File: config.mk
export PLATFORM = sky130hd
export DESIGN_NAME = byte_frame_deframer_resync_top
export DESIGN_NICKNAME = d
export VERILOG_FILES = /design/src/rtl/core/bfdr_pkg.sv /design/src/rtl/core/bfdr_front.sv /design/src/rtl/core/bfdr_engine.sv /design/src/rtl/core/bfdr_out.sv /design/src/rtl/core/byte_frame_deframer_resync_top.sv
export SDC_FILE = /design/constraint.sdc
export NUM_CORES = 1
export LEC_CHECK = 0
export ABC_CLOCK_PERIOD_IN_PS = 10200
export BUFFER_PORTS_ARGS = -buffer_cell sky130_fd_sc_hd__buf_4
export CAP_MARGIN = 10
export CORE_UTILIZATION = 40
export CTS_BUF_LIST = sky130_fd_sc_hd__clkbuf_2
export DETAILED_ROUTE_END_ITERATION = 10
export GPL_ROUTABILITY_DRIVEN = 0
export GPL_TIMING_DRIVEN = 0
export HOLD_SLACK_MARGIN = 0.15
export PLACE_DENSITY = 0.66
export SYNTH_ARGS = -nofsm -noshare
export SYNTH_HDL_FRONTEND = slang
export SYNTH_SLANG_ARGS = --single-unit
File: constraint.sdc
create_clock -name aclk -period 10.2 [get_ports aclk]
set_clock_uncertainty 0.05 [all_clocks]
set_input_delay 0 -clock aclk [delete_from_list [all_inputs] [get_ports aclk]]
set_output_delay 0 -clock aclk [all_outputs]
set_load 0.005 [all_outputs]
File: src/rtl/core/bfdr_pkg.sv
package bfdr_pkg;

    // payload capacity and derived widths
    localparam int MAX_PAYLOAD = 64;
    localparam int ADDR_W      = 6;
    localparam int LEN_W       = 7;

    // input queue between front and engine
    localparam int QUEUE_DEPTH = 4;
    localparam int QPTR_W      = 2;
    localparam int QCNT_W      = QPTR_W + 1;

    // configuration register indexes and reset values
    localparam logic REG_START_MARKER = 1'b0;
    localparam logic REG_END_MARKER   = 1'b1;
    localparam logic [7:0] START_MARKER_RESET = 8'hff;
    localparam logic [7:0] END_MARKER_RESET   = 8'h00;

    localparam logic [LEN_W-1:0] MAX_LEN = LEN_W'(MAX_PAYLOAD);

    typedef enum logic [5:0] {
        PH_IDLE       = 6'b000001,
        PH_GET_ID     = 6'b000010,
        PH_GET_LENGTH = 6'b000100,
        PH_GET_DATA   = 6'b001000,
        PH_GET_END    = 6'b010000,
        PH_ERROR      = 6'b100000
    } phase_t;

    typedef struct packed {
        logic [7:0] rx_byte;
        logic       is_start;
        logic       is_end;
    } qitem_t;

    typedef struct packed {
        logic [7:0]       frame_id;
        logic [LEN_W-1:0] frame_length;
        logic [ADDR_W-1:0] byte_index;
        logic [7:0]       data_byte;
        logic             has_data;
        logic             last_of_frame;
    } result_t;

endpackage

File: src/rtl/core/bfdr_front.sv
module bfdr_front (
    input  logic             aclk,
    input  logic             aresetn,
    input  logic             s_tvalid,
    output logic             s_tready,
    input  logic [7:0]       s_tdata,
    input  logic [7:0]       start_marker,
    input  logic [7:0]       end_marker,
    output logic             q_valid,
    output bfdr_pkg::qitem_t q_item,
    input  logic             q_pop
);
    import bfdr_pkg::*;

    qitem_t            fifo_reg [QUEUE_DEPTH];
    logic [QPTR_W-1:0] wr_ptr_reg;
    logic [QPTR_W-1:0] rd_ptr_reg;
    logic [QCNT_W-1:0] count_reg;
    logic [QCNT_W-1:0] count_next;
    logic              push;
    logic              pop;
    qitem_t            in_item;

    assign s_tready = (count_reg != QCNT_W'(QUEUE_DEPTH));
    assign q_valid  = (count_reg != '0);
    assign push     = s_tvalid & s_tready;
    assign pop      = q_pop & q_valid;
    assign q_item   = fifo_reg[rd_ptr_reg];

    // classify the byte against both markers on the way in
    always_comb begin
        in_item.rx_byte  = s_tdata;
        in_item.is_start = (s_tdata == start_marker);
        in_item.is_end   = (s_tdata == end_marker);
    end

    always_comb begin
        count_next = count_reg + QCNT_W'(push) - QCNT_W'(pop);
    end

    always_ff @(posedge aclk) begin
        if (!aresetn) begin
            wr_ptr_reg <= '0;
            rd_ptr_reg <= '0;
            count_reg  <= '0;
        end else begin
            if (push) begin
                wr_ptr_reg <= wr_ptr_reg + QPTR_W'(1);
            end
            if (pop) begin
                rd_ptr_reg <= rd_ptr_reg + QPTR_W'(1);
            end
            count_reg <= count_next;
        end
    end

    always_ff @(posedge aclk) begin
        if (push) begin
            fifo_reg[wr_ptr_reg] <= in_item;
        end
    end

endmodule

File: src/rtl/core/bfdr_engine.sv
module bfdr_engine (
    input  logic              aclk,
    input  logic              aresetn,
    input  logic [7:0]        start_marker,
    input  logic [7:0]        end_marker,
    input  logic              q_valid,
    input  bfdr_pkg::qitem_t  q_item,
    output logic              q_pop,
    output logic              res_valid,
    output bfdr_pkg::result_t res_data,
    input  logic              res_ready
);
    import bfdr_pkg::*;

    typedef enum logic [8:0] {
        SQ_IDLE  = 9'b000000001,
        SQ_RREQ  = 9'b000000010,
        SQ_RFEED = 9'b000000100,
        SQ_SCAN  = 9'b000001000,
        SQ_SCMP  = 9'b000010000,
        SQ_MOVE  = 9'b000100000,
        SQ_MOVEW = 9'b001000000,
        SQ_ERD   = 9'b010000000,
        SQ_EPUSH = 9'b100000000
    } seq_t;

    seq_t              seq_reg, seq_next;
    phase_t            phase_reg, phase_next;
    logic [7:0]        held_id_reg, held_id_next;
    logic [LEN_W-1:0]  held_length_reg, held_length_next;
    logic [LEN_W-1:0]  fill_reg, fill_next;
    logic [LEN_W-1:0]  rp_reg, rp_next;
    logic [LEN_W-1:0]  rl_reg, rl_next;
    logic [LEN_W-1:0]  scan_reg, scan_next;
    logic [LEN_W-1:0]  dst_reg, dst_next;
    logic [ADDR_W-1:0] emit_reg, emit_next;

    logic [7:0]        payload_reg [MAX_PAYLOAD];
    logic [7:0]        mem_q_reg;
    logic              mem_we, mem_re;
    logic [ADDR_W-1:0] mem_waddr, mem_raddr;
    logic [7:0]        mem_wdata;

    // byte fed to the parser and what it does
    logic [7:0]        fb;
    logic              fb_start, fb_end;
    phase_t            f_phase;
    logic [7:0]        f_id;
    logic [LEN_W-1:0]  f_len;
    logic [LEN_W-1:0]  f_fill;
    logic [LEN_W-1:0]  fill_inc;
    logic              f_we, f_emit, f_resync;
    logic              emit_last;

    always_comb begin
        if (seq_reg == SQ_RFEED) begin
            fb       = mem_q_reg;
            fb_start = (mem_q_reg == start_marker);
            fb_end   = (mem_q_reg == end_marker);
        end else begin
            fb       = q_item.rx_byte;
            fb_start = q_item.is_start;
            fb_end   = q_item.is_end;
        end
    end

    always_comb begin
        f_phase  = phase_reg;
        f_id     = held_id_reg;
        f_len    = held_length_reg;
        f_fill   = fill_reg;
        f_we     = 1'b0;
        f_emit   = 1'b0;
        f_resync = 1'b0;
        fill_inc = fill_reg + LEN_W'(1);
        case (phase_reg)
            PH_GET_ID: begin
                f_id    = fb;
                f_phase = PH_GET_LENGTH;
            end
            PH_GET_LENGTH: begin
                if (fb == 8'd0) begin
                    f_len   = '0;
                    f_phase = PH_GET_END;
                end else if (fb > {1'b0, MAX_LEN}) begin
                    f_phase = PH_ERROR;
                end else begin
                    f_len   = fb[LEN_W-1:0];
                    f_fill  = '0;
                    f_phase = PH_GET_DATA;
                end
            end
            PH_GET_DATA: begin
                f_we = (fill_reg < MAX_LEN);
                if (fill_inc >= held_length_reg) begin
                    f_fill  = '0;
                    f_phase = PH_GET_END;
                end else begin
                    f_fill = fill_inc;
                end
            end
            PH_GET_END: begin
                if (fb_end) begin
                    f_emit = 1'b1;
                end else if (fb_start) begin
                    f_phase = PH_GET_ID;
                end else begin
                    f_resync = 1'b1;
                end
            end
            default: begin
                f_phase = fb_start ? PH_GET_ID : PH_ERROR;
            end
        endcase
    end

    assign emit_last = (held_length_reg == '0) ||
                       ({1'b0, emit_reg} + LEN_W'(1) == held_length_reg);

    always_comb begin
        res_data.frame_id      = held_id_reg;
        res_data.frame_length  = held_length_reg;
        res_data.has_data      = (held_length_reg != '0);
        res_data.byte_index    = res_data.has_data ? emit_reg : '0;
        res_data.data_byte     = res_data.has_data ? mem_q_reg : 8'd0;
        res_data.last_of_frame = emit_last;
    end

    always_comb begin
        seq_next         = seq_reg;
        phase_next       = phase_reg;
        held_id_next     = held_id_reg;
        held_length_next = held_length_reg;
        fill_next        = fill_reg;
        rp_next          = rp_reg;
        rl_next          = rl_reg;
        scan_next        = scan_reg;
        dst_next         = dst_reg;
        emit_next        = emit_reg;
        mem_we           = 1'b0;
        mem_re           = 1'b0;
        mem_waddr        = fill_reg[ADDR_W-1:0];
        mem_wdata        = fb;
        mem_raddr        = rp_reg[ADDR_W-1:0];
        q_pop            = 1'b0;
        res_valid        = 1'b0;

        case (seq_reg)
            SQ_IDLE, SQ_RFEED: begin
                if (seq_reg == SQ_RFEED || q_valid) begin
                    q_pop            = (seq_reg == SQ_IDLE);
                    phase_next       = f_phase;
                    held_id_next     = f_id;
                    held_length_next = f_len;
                    fill_next        = f_fill;
                    mem_we           = f_we;
                    seq_next         = (seq_reg == SQ_RFEED) ? SQ_RREQ : SQ_IDLE;
                    if (f_emit) begin
                        phase_next = PH_IDLE;
                        rp_next    = '0;
                        rl_next    = '0;
                        emit_next  = '0;
                        seq_next   = (held_length_reg == '0) ? SQ_EPUSH : SQ_ERD;
                    end else if (f_resync) begin
                        phase_next = PH_ERROR;
                        scan_next  = held_length_reg;
                        seq_next   = SQ_SCAN;
                    end
                end
            end
            SQ_RREQ: begin
                // fetch the next pending byte, or close the step
                if (rp_reg < rl_reg && !rp_reg[LEN_W-1]) begin
                    mem_re   = 1'b1;
                    rp_next  = rp_reg + LEN_W'(1);
                    seq_next = SQ_RFEED;
                end else begin
                    rp_next  = '0;
                    rl_next  = '0;
                    seq_next = SQ_IDLE;
                end
            end
            SQ_SCAN: begin
                if (scan_reg == '0) begin
                    seq_next = SQ_RREQ;
                end else begin
                    mem_re    = 1'b1;
                    mem_raddr = ADDR_W'(scan_reg - LEN_W'(1));
                    seq_next  = SQ_SCMP;
                end
            end
            SQ_SCMP: begin
                if (mem_q_reg == start_marker) begin
                    phase_next = PH_GET_ID;
                    if (rl_reg > rp_reg && rl_reg <= MAX_LEN &&
                        held_length_reg <= rp_reg) begin
                        // pending bytes slide down to follow the new span
                        dst_next = held_length_reg;
                        seq_next = SQ_MOVE;
                    end else begin
                        rp_next  = scan_reg;
                        rl_next  = held_length_reg;
                        seq_next = SQ_RREQ;
                    end
                end else begin
                    scan_next = scan_reg - LEN_W'(1);
                    seq_next  = SQ_SCAN;
                end
            end
            SQ_MOVE: begin
                mem_re   = 1'b1;
                rp_next  = rp_reg + LEN_W'(1);
                seq_next = SQ_MOVEW;
            end
            SQ_MOVEW: begin
                mem_we    = 1'b1;
                mem_waddr = dst_reg[ADDR_W-1:0];
                mem_wdata = mem_q_reg;
                dst_next  = dst_reg + LEN_W'(1);
                if (rp_reg == rl_reg) begin
                    rp_next  = scan_reg;
                    rl_next  = dst_reg + LEN_W'(1);
                    seq_next = SQ_RREQ;
                end else begin
                    seq_next = SQ_MOVE;
                end
            end
            SQ_ERD: begin
                mem_re    = 1'b1;
                mem_raddr = emit_reg;
                seq_next  = SQ_EPUSH;
            end
            SQ_EPUSH: begin
                res_valid = 1'b1;
                if (res_ready) begin
                    if (emit_last) begin
                        seq_next = SQ_IDLE;
                    end else begin
                        emit_next = emit_reg + ADDR_W'(1);
                        seq_next  = SQ_ERD;
                    end
                end
            end
            default: begin
                seq_next = SQ_IDLE;
            end
        endcase
    end

    always_ff @(posedge aclk) begin
        if (!aresetn) begin
            seq_reg         <= SQ_IDLE;
            phase_reg       <= PH_IDLE;
            held_id_reg     <= '0;
            held_length_reg <= '0;
            fill_reg        <= '0;
            rp_reg          <= '0;
            rl_reg          <= '0;
            scan_reg        <= '0;
            dst_reg         <= '0;
            emit_reg        <= '0;
        end else begin
            seq_reg         <= seq_next;
            phase_reg       <= phase_next;
            held_id_reg     <= held_id_next;
            held_length_reg <= held_length_next;
            fill_reg        <= fill_next;
            rp_reg          <= rp_next;
            rl_reg          <= rl_next;
            scan_reg        <= scan_next;
            dst_reg         <= dst_next;
            emit_reg        <= emit_next;
        end
    end

    // payload store, one write and one registered read per cycle
    always_ff @(posedge aclk) begin
        if (mem_we) begin
            payload_reg[mem_waddr] <= mem_wdata;
        end
        if (mem_re) begin
            mem_q_reg <= payload_reg[mem_raddr];
        end
    end

endmodule

File: src/rtl/core/bfdr_out.sv
module bfdr_out (
    input  logic              aclk,
    input  logic              aresetn,
    input  logic              res_valid,
    input  bfdr_pkg::result_t res_data,
    output logic              res_ready,
    output logic              m_tvalid,
    input  logic              m_tready,
    output logic [31:0]       m_tdata,
    output logic              m_tuser,
    output logic              m_tlast
);
    import bfdr_pkg::*;

    logic    valid_reg;
    result_t data_reg;

    assign res_ready = !valid_reg || m_tready;
    assign m_tvalid  = valid_reg;
    assign m_tdata   = {3'b000, data_reg.data_byte, data_reg.byte_index,
                        data_reg.frame_length, data_reg.frame_id};
    assign m_tuser   = data_reg.has_data;
    assign m_tlast   = data_reg.last_of_frame;

    always_ff @(posedge aclk) begin
        if (!aresetn) begin
            valid_reg <= 1'b0;
        end else if (res_ready) begin
            valid_reg <= res_valid;
        end
    end

    always_ff @(posedge aclk) begin
        if (res_ready && res_valid) begin
            data_reg <= res_data;
        end
    end

endmodule

File: src/rtl/core/byte_frame_deframer_resync_top.sv
// Byte-stream frame parser: frames are start marker, id, length, payload, end
// marker. A correct frame leaves as one item per payload byte (tuser high), or
// as a single item with tuser low for length zero, tlast on the final item. A
// wrong end marker that equals the start marker restarts the frame; any other
// wrong end marker rescans the stored payload backward for its last start
// marker and replays the bytes after it before taking the next received byte,
// or drops to error when there is none. Lengths above 64 are errors. Received
// bytes go into a four-entry queue, so the input can keep flowing while the
// parser engine is busy until the queue is full. A plain byte goes straight
// from the queue to the parser; each replayed, moved or scanned byte and each
// emitted item needs a read step and then a use step, set by the payload
// memory with its registered read. Markers are set over APB at byte addresses
// 0 (start, reset 0xff) and 4 (end, reset 0x00); the user must set them only
// while idle, and the block itself does not enforce this.
module byte_frame_deframer_resync_top (
    input  logic        aclk,
    input  logic        aresetn,
    // input stream
    input  logic        s_tvalid,
    output logic        s_tready,
    input  logic [7:0]  s_tdata,   // [7:0] rx_byte
    // result stream
    output logic        m_tvalid,
    input  logic        m_tready,
    output logic [31:0] m_tdata,   // [7:0] frame_id, [14:8] frame_length,
                                   // [20:15] byte_index, [28:21] data_byte
    output logic        m_tuser,   // [0] has_data
    output logic        m_tlast,   // last_of_frame
    // configuration
    input  logic        psel,
    input  logic        penable,
    input  logic        pwrite,
    input  logic [2:0]  paddr,
    input  logic [31:0] pwdata,
    output logic [31:0] prdata,
    output logic        pready
);
    import bfdr_pkg::*;

    logic [7:0] start_marker_reg;
    logic [7:0] end_marker_reg;
    logic       cfg_write;

    logic    q_valid;
    qitem_t  q_item;
    logic    q_pop;
    logic    res_valid;
    result_t res_data;
    logic    res_ready;

    // register file, word addressed by paddr[2]
    assign pready    = 1'b1;
    assign cfg_write = psel & penable & pwrite & pready;

    always_ff @(posedge aclk) begin
        if (!aresetn) begin
            start_marker_reg <= START_MARKER_RESET;
            end_marker_reg   <= END_MARKER_RESET;
        end else if (cfg_write) begin
            case (paddr[2])
                REG_START_MARKER: start_marker_reg <= pwdata[7:0];
                REG_END_MARKER:   end_marker_reg   <= pwdata[7:0];
                default:          start_marker_reg <= start_marker_reg;
            endcase
        end
    end

    always_comb begin
        case (paddr[2])
            REG_START_MARKER: prdata = {24'd0, start_marker_reg};
            REG_END_MARKER:   prdata = {24'd0, end_marker_reg};
            default:          prdata = 32'd0;
        endcase
    end

    // front: accept and classify bytes into the queue
    bfdr_front u_front (
        .aclk         (aclk),
        .aresetn      (aresetn),
        .s_tvalid     (s_tvalid),
        .s_tready     (s_tready),
        .s_tdata      (s_tdata),
        .start_marker (start_marker_reg),
        .end_marker   (end_marker_reg),
        .q_valid      (q_valid),
        .q_item       (q_item),
        .q_pop        (q_pop)
    );

    // back: parser, payload store, resync and frame emission
    bfdr_engine u_engine (
        .aclk         (aclk),
        .aresetn      (aresetn),
        .start_marker (start_marker_reg),
        .end_marker   (end_marker_reg),
        .q_valid      (q_valid),
        .q_item       (q_item),
        .q_pop        (q_pop),
        .res_valid    (res_valid),
        .res_data     (res_data),
        .res_ready    (res_ready)
    );

    // output register toward the result stream
    bfdr_out u_out (
        .aclk      (aclk),
        .aresetn   (aresetn),
        .res_valid (res_valid),
        .res_data  (res_data),
        .res_ready (res_ready),
        .m_tvalid  (m_tvalid),
        .m_tready  (m_tready),
        .m_tdata   (m_tdata),
        .m_tuser   (m_tuser),
        .m_tlast   (m_tlast)
    );

`ifndef SYNTHESIS
    // engine only pops a queue that holds an item
    a_pop_nonempty: assert property (@(posedge aclk) disable iff (!aresetn)
        q_pop |-> q_valid)
        else $error("engine popped an empty queue");

    // after the last item of a frame is handed over, the engine goes quiet
    a_last_ends_run: assert property (@(posedge aclk) disable iff (!aresetn)
        (res_valid && res_ready && res_data.last_of_frame) |=> !res_valid)
        else $error("result offered right after last of frame");

    // an empty frame yields a single cleared item
    a_empty_frame: assert property (@(posedge aclk) disable iff (!aresetn)
        (res_valid && !res_data.has_data) |->
        (res_data.last_of_frame && res_data.byte_index == '0 &&
         res_data.data_byte == 8'd0 && res_data.frame_length == '0))
        else $error("malformed empty frame item");

    // payload index stays inside the frame
    a_index_range: assert property (@(posedge aclk) disable iff (!aresetn)
        (res_valid && res_data.has_data) |->
        ({1'b0, res_data.byte_index} < res_data.frame_length))
        else $error("byte index beyond frame length");
`endif

endmodule

==> impl_metrics.yaml, run 1 <==
floorplan:
  num_rows: 100
  core_area_mm2: 0.0744
  die_x_um: 276
  ioPinCount: 119
  die_area_mm2: 0.0763
  start_util_pct: 40.4
  die_h_um: 276
route:
  wl_per_cell_um: 22.4
  viasPerCell: 5.68
  drtIter0Drc: 2326
  vias: 22100
  first_pass_iters: 6
  wl_met2_um: 40800
  drc_errors: 0
  drtAntennaViolNets: 0
  wirelength_met1_um: 33900
  top_layer_used: "met5"
  wl_met3_um: 8870
  routed_wl_um: 87200
setup_path:
  cp-end-kind: "flop"
  crit_type: "reg -> reg"
  worst-path-max-fanout: 10
  cp_data_required_time_ns: 11.19
  startpoint_type: "flop"
  arrival_ns: 7.02
logic_synthesis:
  ys.flop_type: "edfxtp_1"
  synth_commonest_cells: "591 x edfxtp_1, 370 x nand2_1, 154 x nor2_1, 144 x a21oi_1, 125 x nand3_1"
  yosysSeqAreaShare_pct: 65.4
  netlist.area_leader.share_pct: 59.0
  synth_edf_count: 591
  synth.area.top_cells: "edfxtp_1 59%, dfxtp_1 6.5%, nand2_1 4.6%, mux2i_1 4.0%, a21oi_1 2.4%"
  yosysUniqueCellTypes: 72
  synth_area_mm2: 0.0301
  yosysMostFrequentCell: "edfxtp_1"
  syn_avg_cell_area_um2: 12.4
  netlist_instances: 2431
  ys_warn_count: 0
  yosys.area.top_type: "edfxtp_1"
  synthArstFlopShare_pct: 0
  ys_seq_elements: 688
final_layout:
  fin_nets: 2879
  seqCellArea_mm2: 0.0197
  largest_register_ffs: 512
  multiInputGateArea_mm2: 0.00970
  fin_cells: 3900
  num-fill-cells: 6668
  drive_gt1_share_pct: 15.7
  syn_to_final_growth_pct: 15.6
timing:
  period_share_pct: 59.2
  fin_tns_setup_ns: 0
  hold_viol: 0
  max_freq_mhz: 166
  rsz0062_at_grt: "false"
  slew_violations: 0
  relSlewSlack_pct: 13.3
  period_minus_slack_ns: 6.04
  tightest_slew_ns: 1.30
  setup-violations-final: 0
outcome:
  outcome: "complete, no violations"
cts:
  cts_resized: 0
  clock-sinks: 688
  cts_buffers: 170
  cts_setup_buffers: 0
  cts_tree: "done"
  htreeDepth: 4
  hold_buffers: 88
  clockBufferDepth: 3
  cts-root-buf: "clkbuf_2"
  clk_pin_slew_ns: 0.10
  clock_latency_ns: 1.43
grt:
  overflow: 0
  grt_pass1_wl_um: 130000
  antenna_found_initial: 4
  grt_use_total_pct: 22.6
  grt_max_degree: 65
  grt_pass1_vias: 21700
placed_design:
  post-dp-hpwl_um: 58900
  port_buffers: 64
  dp.cells: 3504
job:
  drv_cap: 0
hold_path:
  worstHoldPathType: "in -> reg"
power:
  ir_drop_mv: 0.125
  p_per_area_mw_per_mm2: 182
  total_leakage_power_uw: 0.0126
## stage by stage
stage | util, % | hold slack [ns] | total power [µW] | area, µm² | setup WS (ns)
2_1_floorplan | - | 0.0489 | 3940 | 30200 | 6.04
6_report | 46.7 | 0.299 | 6310 | 34800 | 4.16
4_1_cts | 46.7 | 0.189 | 6340 | 34700 | 4.32
3_3_place_gp | 42.8 | 0.172 | 4310 | 31900 | 2.40
3_5_place_dp | 43.3 | 0.178 | 4440 | 32200 | 4.45
5_1_grt | 46.7 | 0.258 | 6550 | 34800 | 3.96
## logic make-up (layout without fill, tap and decap cells)
logic type | count (synthesis) | in the layout | synth area share [%]
other cells | 2 | 34 | 0.0250
simple gates | 845 | 845 | 12.9
xor+xnor | 62 | 62 | 1.85
mux | 161 | 161 | 5.91
flops | 688 | 688 | 65.4
buf+inv | 197 | 665 | 2.89
compound gates | 443 | 443 | 9.64
fa+ha+maj | 33 | 33 | 1.40
## metal layers
metal,vias to the layer above,GRT usage (%)
met5,-,0
met2,1304,36.3
met1,10700,28.6
li1,9889,-
met4,2,11.1
met3,250,5.69
## power breakdown
part           internal [µW]  total [µW]  switching [µW]  leakage [µW]
logic                    296         954             658       0.00529
clock network            785        1910            1120       0.00121
registers               3430        3450            26.6       0.00611
## path summary, 6_finish.rpt
kind | from | endpoint | slack, ns | depth (start not counted)
worst max-delay path | u_engine.seq_reg[0] | u_engine.mem_q_reg[3] | 4.16 | 12
worst min-delay path | aresetn | u_engine.rp_reg[3] | 0.30 | 6
worst max register to register | u_engine.seq_reg[0] | u_engine.mem_q_reg[3] | 4.16 | 12
worst min register to register | u_engine.held_id_reg[3] | u_out.m_tdata[3] | 0.40 | 0
## final cells by class
cell class              instances  share of cell area (%)
multi-input cells            1572                    27.9
plain buffers                 163                    2.14
well taps                     969                    3.49
diodes                          6                  0.0432
inverters                      34                   0.367
repair buffers                167                    4.85
flip-flops and latches        688                    56.6
clock buffers                 248                    3.57
clock inverters                53                    1.07
## cells in the final DEF, fill, tap and decap left out, types with 11 or more instances in the layout
master         instances
conb_1                28
xor2_1                13
a22o_1                12
edfxtp_1             591
buf_1                 27
o21a_1                13
xnor2_1               48
buf_4                 93
a211oi_1              18
nand2_1              370
nor2_1               154
and3_1                11
clkbuf_1              97
o22ai_1               18
dfxtp_1               97
a21oi_1              139
a22oi_1               16
nor2b_1               14
inv_1                 34
o221a_2               12
and2_1                15
clkbuf_2             250
ha_1                  32
nand4_1               18
mux2_2                28
dlygate4sd3_1         88
clkinv_1              34
a2111oi_0             21
nand3_1              125
a31oi_1               20
a21boi_0              13
o21ai_0               73
mux2i_1              121
nor3_1                40
nand2b_1              23
o221ai_1              29
## critical path, stage by stage (launching register included)
cell and delay, ns:
dfxtp_1 0.31, clkbuf_1 0.20, nor4_1 0.65, and4_1 0.28, clkbuf_1 0.43, a211oi_1 0.20
o22ai_1 0.89, clkbuf_1 0.72, clkbuf_1 0.51, o221ai_1 0.27, a31oi_1 0.32, nor3_1 0.14
or4_1 0.66
(Power assumes the default switching activity.)
==> run 2, diff against run 1 <==
ABC_CLOCK_PERIOD_IN_PS = 5450   (was 10200)
PLACE_DENSITY = 0.68   (was 0.66)
clock period = 5.45 ns   (was 10.2 ns; I/O delays follow)
==> run 2 against run 1 <==
Against the previous run: clock power increased by 75%; core utilization decreased by 0.15 points; cell area decreased by 0.32%; first-iteration DRC count increased by 12%; final cell count decreased by 0.28%; total power increased by 83%; sequential cell count unchanged.
==> impl_metrics.yaml, run 2 (synthesized netlist as in run 1, its figures left out) <==
outcome:
  outcome: "complete, no violations"
power:
  total_leakage_power_uw: 0.0126
  intPower_uw: 8200
  seq_power_share_pct: 55.9
  switchingPower_uw: 3360
  p_sw_share_pct: 29.1
  ir_drop_mv: 0.201
  clkPwrFrac_pct: 28.9
  p_per_area_mw_per_mm2: 333
  combPwrFrac_pct: 15.3
placed_design:
  post-dp-hpwl_um: 58500
  placedInstanceArea_mm2: 0.0322
  port_buffers: 64
  place_ws_ns: -0.282
route:
  drtIter0Drc: 2597
  wl_per_cell_um: 22.2
  drc_errors: 0
  drtAntennaViolNets: 0
  routed_wl_um: 86400
  first_pass_iters: 8
  vias: 22100
  viasPerCell: 5.67
cts:
  clockBufferDepth: 3
  cts_tree: "done"
  htreeDepth: 4
  clock-sinks: 688
  cts-root-buf: "clkbuf_2"
  clock_latency_ns: 1.37
  clk_pin_slew_ns: 0.13
  cts_buffers: 165
floorplan:
  core_area_mm2: 0.0744
  start_util_pct: 40.4
  die_h_um: 276
  ioPinCount: 119
  die_x_um: 276
  die_area_mm2: 0.0763
  num_rows: 100
setup_path:
  worst-path-max-fanout: 10
  rr_startpoint: "u_engine.seq_reg[4]"
  cp-end-kind: "flop"
  timing.rr.end: "u_engine.mem_q_reg[1]"
  crit_type: "reg -> reg"
  cp_data_required_time_ns: 6.50
  reg2reg_slack_ns: 0.09
  arrival_ns: 6.42
  startpoint_type: "flop"
  r2r_cells: 14
final_layout:
  fin_nets: 2873
  design_area_mm2: 0.0347
  num-fill-cells: 6603
  final_cell_mix: "591 x edfxtp_1, 369 x nand2_1, 244 x clkbuf_2"
  fin_util_pct: 46.6
  largest_register_ffs: 512
  drive_gt1_share_pct: 15.8
  syn_to_final_growth_pct: 15.2
  final_common_cell: "edfxtp_1"
timing:
  slew_violations: 0
  setup_slack_ns: 0.0895
  setup-violations-final: 0
  hold_viol: 0
  period_share_pct: 98.4
  max_freq_mhz: 187
  relSlewSlack_pct: 23.0
  rsz0062_at_grt: "true"
  hold-worst-slack_ns: 0.356
  tightest_slew_ns: 1.13
  fin_tns_setup_ns: 0
  period_minus_slack_ns: 5.36
grt:
  grt_use_total_pct: 22.4
  grt-busiest-layer: "met2"
  grtUsageMet1_pct: 28.5
  overflow: 0
  grt_pass1_wl_um: 129000
  grt_max_degree: 45
  met2_usage_pct: 35.5
  antenna_found_initial: 4
  grt_pass1_vias: 21600
  grtUsageMet3_pct: 6.32
hold_path:
  min_to: "u_front.wr_ptr_reg[1]"
  min_path_cells: 7
  worstHoldPathType: "in -> reg"
  hold_start: "s_tvalid"
job:
  drv_cap: 0
-- run 2: changes by cell type in the layout (fill, tap and decap cells not counted), moves of 4 or more --
cell,change
clkbuf_2,-6
buf_12,+4
bufinv_16,-4
buf_1,-6
a2111oi_1,+6
clkinv_1,+4
a2111oi_0,-7
clkinvlp_4,+4
-- run 2: power by group through the flow --
stage / Clock [µW] / Sequential, µW / Combinational [µW]
after global routing: 3650 / 6470 / 1880
after CTS: 3380 / 6460 / 1750
after detailed placement: 0 / 6580 / 1700
after floorplan: 0 / 6610 / 764
final: 3340 / 6460 / 1760
after global placement: 0 / 6710 / 1350
-- run 2: how the worst max path moves through the flow --
| stage | start | end | slack [ns] | depth (start not counted) |
|---|---|---|---|---|
| finish | u_engine.seq_reg[4] | u_engine.mem_q_reg[1] | 0.09 | 14 |
| global route | u_engine.seq_reg[4] | u_engine.mem_q_reg[1] | -0.03 | 14 |
| CTS | u_engine.seq_reg[8] | u_engine.mem_q_reg[1] | 0.06 | 14 |
| detailed placement | u_engine.seq_reg[0] | u_engine.mem_q_reg[1] | -0.28 | 12 |
| global placement | u_engine.seq_reg[0] | u_engine.payload_reg[20][1] | -2.46 | 7 |
| floorplan | u_engine.seq_reg[5] | u_engine.payload_reg[0][6] | 1.29 | 6 |
-- run 2: metal layers --
metal | vias up | part of all wire [%]
met4 | 2 | 3.7
li1 | 9834 | -
met3 | 215 | 10
met1 | 10700 | 39
met5 | - | 0.014
met2 | 1295 | 47
-- run 2: final cells by class --
cell class | instances | area [µm²] | share of cell area [%]
Clock inverter | 57 | 293 | 0.844
Multi-Input combinational cell | 1572 | 9730 | 28.0
Buffer | 162 | 757 | 2.18
Inverter | 34 | 128 | 0.368
Tap cell | 969 | 1210 | 3.50
Antenna cell | 3 | 7.51 | 0.0217
Sequential cell | 688 | 19700 | 56.8
Clock buffer | 237 | 1190 | 3.42
Timing Repair Buffer | 167 | 1680 | 4.84
-- run 2: metrics by stage --
stage	std cells	power, µW
6_report	3889	11600
5_1_grt	3889	12000
4_1_cts	3886	11600
3_5_place_dp	3504	8280
3_3_place_gp	3490	8060
2_1_floorplan	2457	7370
-- run 2: critical path: stages (launching register included) --
cell and delay (ns):
dfxtp_1 0.34, clkbuf_1 0.35, nor4_1 0.15, and4_1 0.22, clkbuf_1 0.19, a211oi_1 0.58, or2_2 0.21, clkbuf_1 0.34
nand2_2 0.28, buf_2 0.34, clkbuf_1 0.27, o221ai_1 0.46, o21ai_0 0.18, a2111oi_1 0.85, or4_1 0.35
-- run 2: timing repair --
item                                    4_1_cts  5_1_grt
gates resized for setup                       8       15
endpoints found under the hold margin       208        0
endpoints found under the setup margin        8        8
hold buffers                                 88        0
setup buffers                                 0        0
